`src/design/dtc_pkg.sv`:
```
// Shared types and constants for the decision tree classifier.
`timescale 1ns / 1ps
`default_nettype none

package dtc_pkg;

	// Request kinds carried in req_type.
	localparam logic REQ_WRITE    = 1'b0;
	localparam logic REQ_CLASSIFY = 1'b1;

	// Attributes carried by a classify item.
	localparam int NUM_ATTRS = 4;

	typedef struct packed {
		logic               req_type;
		logic [7:0]         node_addr;
		logic               node_is_leaf;
		logic [1:0]         split_attr;
		logic signed [15:0] split_value;
		logic [7:0]         left_child;
		logic [7:0]         right_child;
		logic [3:0]         leaf_class;
		logic signed [15:0] attr_0;
		logic signed [15:0] attr_1;
		logic signed [15:0] attr_2;
		logic signed [15:0] attr_3;
	} req_t;

	typedef struct packed {
		logic [3:0] predicted_class;
		logic [7:0] leaf_index;
		logic       walk_error;
	} rsp_t;

	typedef struct packed {
		logic               is_leaf;
		logic [1:0]         split_attr;
		logic signed [15:0] split_value;
		logic [7:0]         left_child;
		logic [7:0]         right_child;
		logic [3:0]         leaf_class;
	} node_t;

	typedef struct packed {
		logic  written;
		node_t node;
	} entry_t;

	typedef enum logic [1:0] {
		ST_CLEAR,
		ST_IDLE,
		ST_WALK
	} ctrl_state_t;

	// Commands from the controller to the datapath.
	typedef struct packed {
		logic clr_wr;
		logic node_wr;
		logic start;
		logic step;
		logic load_out;
	} cmd_t;

	// Status from the datapath to the controller.
	typedef struct packed {
		logic clr_last;
		logic req_classify;
		logic walk_done;
	} status_t;

endpackage

`default_nettype wire

```
`src/design/dtc_controller.sv`:
```
// Controller: clearing pass, request acceptance, walk sequencing, output handshake.
`timescale 1ns / 1ps
`default_nettype none

module dtc_controller (
	input  logic             clk,
	input  logic             arst_n,
	input  logic             req_valid,
	output logic             req_ready,
	output logic             rsp_valid,
	input  logic             rsp_ready,
	input  dtc_pkg::status_t status,
	output dtc_pkg::cmd_t    cmd
);
	import dtc_pkg::*;

	ctrl_state_t state_q;
	ctrl_state_t state_d;
	logic        out_valid_q;

	always_ff @(posedge clk or negedge arst_n) begin
		if (!arst_n) begin
			state_q <= ST_CLEAR;
		end else begin
			state_q <= state_d;
		end
	end

	always_comb begin
		state_d   = state_q;
		cmd       = '0;
		req_ready = 1'b0;
		unique case (state_q)
			ST_CLEAR: begin
				cmd.clr_wr = 1'b1;
				if (status.clr_last) begin
					state_d = ST_IDLE;
				end
			end
			ST_IDLE: begin
				req_ready = 1'b1;
				if (req_valid) begin
					if (status.req_classify) begin
						cmd.start = 1'b1;
						state_d   = ST_WALK;
					end else begin
						cmd.node_wr = 1'b1;
					end
				end
			end
			ST_WALK: begin
				// A finished walk holds until the output register is free.
				if (!status.walk_done) begin
					cmd.step = 1'b1;
				end else if (!out_valid_q || rsp_ready) begin
					cmd.load_out = 1'b1;
					state_d      = ST_IDLE;
				end
			end
			default: begin
				state_d = ST_CLEAR;
			end
		endcase
	end

	always_ff @(posedge clk or negedge arst_n) begin
		if (!arst_n) begin
			out_valid_q <= 1'b0;
		end else if (cmd.load_out) begin
			out_valid_q <= 1'b1;
		end else if (rsp_ready) begin
			out_valid_q <= 1'b0;
		end
	end

	assign rsp_valid = out_valid_q;

endmodule

`default_nettype wire

```
`config.mk`:
```
export PLATFORM = sky130hd
export DESIGN_NAME = dtc_controller
export DESIGN_NICKNAME = d
export VERILOG_FILES = /design/src/design/dtc_pkg.sv /design/src/design/dtc_controller.sv
export SDC_FILE = /design/constraint.sdc
export NUM_CORES = 1
export LEC_CHECK = 0
export BUFFER_PORTS_ARGS = -buffer_cell sky130_fd_sc_hd__buf_2
export CAP_MARGIN = 20
export CORE_AREA = 2 2 39 41
export DETAILED_ROUTE_END_ITERATION = 7
export DIE_AREA = 0 0 41 43
export GPL_TIMING_DRIVEN = 0
export PLACE_DENSITY = 0.34
export SLEW_MARGIN = 5
export SYNTH_ARGS = -nofsm -noshare
export SYNTH_HDL_FRONTEND = slang
export SYNTH_SLANG_ARGS = --single-unit
```
`constraint.sdc`:
```
create_clock -name clk -period 1.5 [get_ports clk]
set_input_delay 0.075 -clock clk [delete_from_list [all_inputs] [get_ports clk]]
set_output_delay 0.075 -clock clk [all_outputs]
set_load 0.03 [all_outputs]
```
-- Word level (Yosys, flattened, before mapping)
Index checks and enable logic that the tools add are counted.
- bits in registers: 3
- input port bits: 7
- output and inout bits: 7
- logic and storage cells: 32
- eq/ne operators: 7
- multiplexer cells: 18
- reduce and logical (&&, ||, !) cells: 5
- operators with widths (operator ; count):
    2-bit two-way mux ; 8
    2-bit inequality test, second input constant ; 5
    1-bit two-way mux ; 9
    2-bit case mux with 3 select lines ; 1
    5-bit AND reduction ; 1
    2-bit by 1-bit equality test with 1-bit output, second input constant ; 1
    2-bit equality test, second input constant ; 1
    2-bit logical NOT ; 1
    2-bit nonzero test ; 1
    1-bit logical NOT ; 1
    1-bit logical OR ; 1

-- Logic depth before layout (Yosys ltp)
- depth in word-level cells: 6
- gate-level depth with buffers: 3
- depth with buffers taken out: 3

-- Worst setup path after synthesis
No wires, ideal clock.
- path type: register to register
- start point: register out_valid_q (netlist: rsp_valid)
- end point: register state_q[0]
- setup time: 0.068 ns
- arrival time: 1.304 ns
- required time: 1.432 ns
- setup slack: 0.127 ns
- stages on the path, launching flop included: 4
- cells stage by stage: dfrtp_1 > nand2b_1 > nor2b_1 > a221o_1
- longest elaborated chain between the ends: 4
- ends and longest elaborated chain (what ; RTL line ; RTL):
    start, declared ; dtc_controller.sv:19 ; logic out_valid_q;
    start signal, assigned ; dtc_controller.sv:68 ; out_valid_q <= 1'b0;
    start signal, assigned ; dtc_controller.sv:70 ; out_valid_q <= 1'b1;
    start signal, assigned ; dtc_controller.sv:72 ; out_valid_q <= 1'b0;
    1-bit logical NOT ; dtc_controller.sv:55 ; end else if (!out_valid_q || rsp_ready) begin
    1-bit logical OR ; dtc_controller.sv:55 ;
    2-bit inequality test (no source line) ; - ;
    5-bit AND reduction (no source line) ; - ;
    end signal, assigned ; dtc_controller.sv:25 ; state_q <= state_d;
    end, declared ; dtc_controller.sv:17 ; ctrl_state_t state_q;
Every way passes these cells.
A chain may end at the register's enable or synchronous reset.

==> run metrics <==
outcome finished clean; post-synthesis sequential area ratio 0.4545; Post-Syn Area 165.2 sq um; slew margin rel. 0.8888; Post-Syn Nets 25; share of cells above drive strength 1 0.5000; # IOs 14; detailed router's first-iteration violation count 5; Synth cell types 11; final clock period utilization by the worst path 0.8636; Antenna Cells 0; min-delay src status[2]; Avg Cell Area, Syn just over 9 sq um; filler cell count 159; Worst setup EP type primary output; Final setup viols 0; Crit path max-delay family flip-flops; Hold WS 0.07264 ns; Synth area leaders dfrtp_1 45%, nand2b_1 7.6%, and3_4 6.8%, nand2_1 6.8%, nor2_1 6.8%; largest net degree at the start of global routing 5; die span in x 41 um; final hold vios 0; critical path, cell by cell nor2b_2, and3_4, buf_2; Peak Freq 772.0 MHz; antenna violations before repair 0; RSZ-0062 raised after global routing false; Post-synth EDFFs 0; top cell type's share of synthesized area 0.4545; synth warn 0; PwrDens 1868 nW/um^2; Worst path slowest cell dfrtp_1; die span in y 43 um; Core Util, Final 0.2071; Static Leak about 0.00016 uW; GR Overflow Total 0; reg2reg start state_q[0]$_DFFE_PN0P_; clock latency on the worst-skew pair 0.23 ns; first-pass GRT wire length 786 um; Starting Density 0.1193; Post-Syn Instances 18; routability cong. 0.5664; Worst Hold Class in2reg; drt first pass iters 2; ys flop type dfrtp_1; Setup WS pre-CTS roughly 0.42 ns; drt wl/cell 8.942 um; GRT Total Usage 0.07847; synthesis-stage register bit count 3; H-Tree Depth 1; vias per std cell roughly 3.8; Worst Slack Setup Final 0.2047 ns; CP arrival 1.22 ns; area leader, netlist dfrtp_1; area grow syn2layout 73.49%; DRC Markers 0; Gates resized, CTS repair 0; CP Launch Type flip-flop; Synth top cells by count 3 x dfrtp_1, 3 x nand2_1, 3 x nor2_1, 2 x nand2b_1; post-route setup TNS 0 ns; Max-cap violations 0; nets 44; Pins Over Slew Limit 0; Post-Route WL about 470 um; placed insts 47; WP buf/inv 1; clock root cell clkbuf_4; CTS max path bufs 2; vias in the first global route 175; Crit. Startpoint state_q[1]$_DFFE_PN0P_; Worst VDD drop between 0.0005 and 0.0006 V; Sink Count 3; maximum fanout along the worst path 4; post-DP HPWL 369.9 um; CTS tree yes; WS Path Type reg2out; worst slew pin tran 0.1664 ns; Clock transition at path regs 0.04 ns; Min Clock Period, post-route roughly 1.3 ns; Critical Path RT 1.42 ns; Non-Filler Instances 52; Core ar. 1384 sq um; DRT antenna net count 0; slowest stage delay, CP a little over 0.4 ns; cts bufs inserted 3; # rows 14; port bufs 13; total number of vias 195; DIE AREA 1763 sq um; Final Skew 0.0002053 ns; ys async rst share 1.000
[cells in the final DEF, fill, tap and decap left out, drive strengths merged, types with 2 or more instances in the layout]
cell / n
nand2: 3
dfrtp: 3
nor2b: 2
buf: 13
nand2b: 2
nor2: 3
clkbuf: 4
[worst paths after layout]
path | cells past startpoint | endpoint | slack (ns)
worst min register to register | 2 | rsp_valid$_DFFE_PN0P_ | 0.53
max in group asynchronous | 2 | rsp_valid$_DFFE_PN0P_ | 1.23
worst max register to register | 3 | state_q[1]$_DFFE_PN0P_ | 0.42
worst min-delay path | 2 | state_q[0]$_DFFE_PN0P_ | 0.07
min in group asynchronous | 2 | state_q[1]$_DFFE_PN0P_ | 0.17
worst max-delay path | 3 | cmd[2] | 0.20
[report_power, final]
group          switching, uW  total, uW  internal (uW)
clock                   44.3        144           99.9
combinational            168        261           92.9
sequential              22.2        130            108
total                    235        535            300
[stage by stage]
step / power [uW] / cell area (sq um)
2_1_floorplan: 318.5 / 165.2
4_1_cts: 548.7 / 286.5
6_report: 535.2 / 286.5
3_3_place_gp: 393.5 / 250.2
3_5_place_dp: 392.1 / 250.2
5_1_grt: 585.9 / 286.5
[what timing repair did]
| action | in CTS | in global routing |
|---|---|---|
| setup buffers | 0 | 0 |
| hold buffers | 1 | 0 |
| endpoints found under the hold margin | 3 | 0 |
[per-layer routing]
layer  GRT usage  routed length [um]
met1     0.09385                 227
met2     0.07813                 161
met3     0.09424                  72
met4     0.04000                   4
met5           0                   0
[flip-flops by register name, summed over array words and instances (netlist names)]
name / flops
state_q: 2
rsp_valid: 1
[cell type report]
cell class                      instances  area (sq um)  area share
Clock buffer                            4         26.28     0.09170
Timing Repair Buffer                   14         75.07      0.2620
Multi-Input combinational cell         15         90.09      0.3144
Sequential cell                         3         75.07      0.2620
Tap cell                               16         20.02     0.06987
[cell families (layout without fill, tap and decap cells)]
| kind of cell | after synthesis | after routing | synth area share |
|---|---|---|---|
| simple gates | 13 | 13 | 0.4546 |
| flops | 3 | 3 | 0.4545 |
| compound gates | 2 | 2 | 0.09088 |
| buf+inv | 0 | 18 | 0 |
[worst reg2reg max path, cell delays in order (launching register included)]
cell	delay (ns)
dfrtp_1	0.39
nor2b_2	0.18
and3_4	0.18
or2_1	0.21
Note: power is estimated with default switching activity, not from simulation.
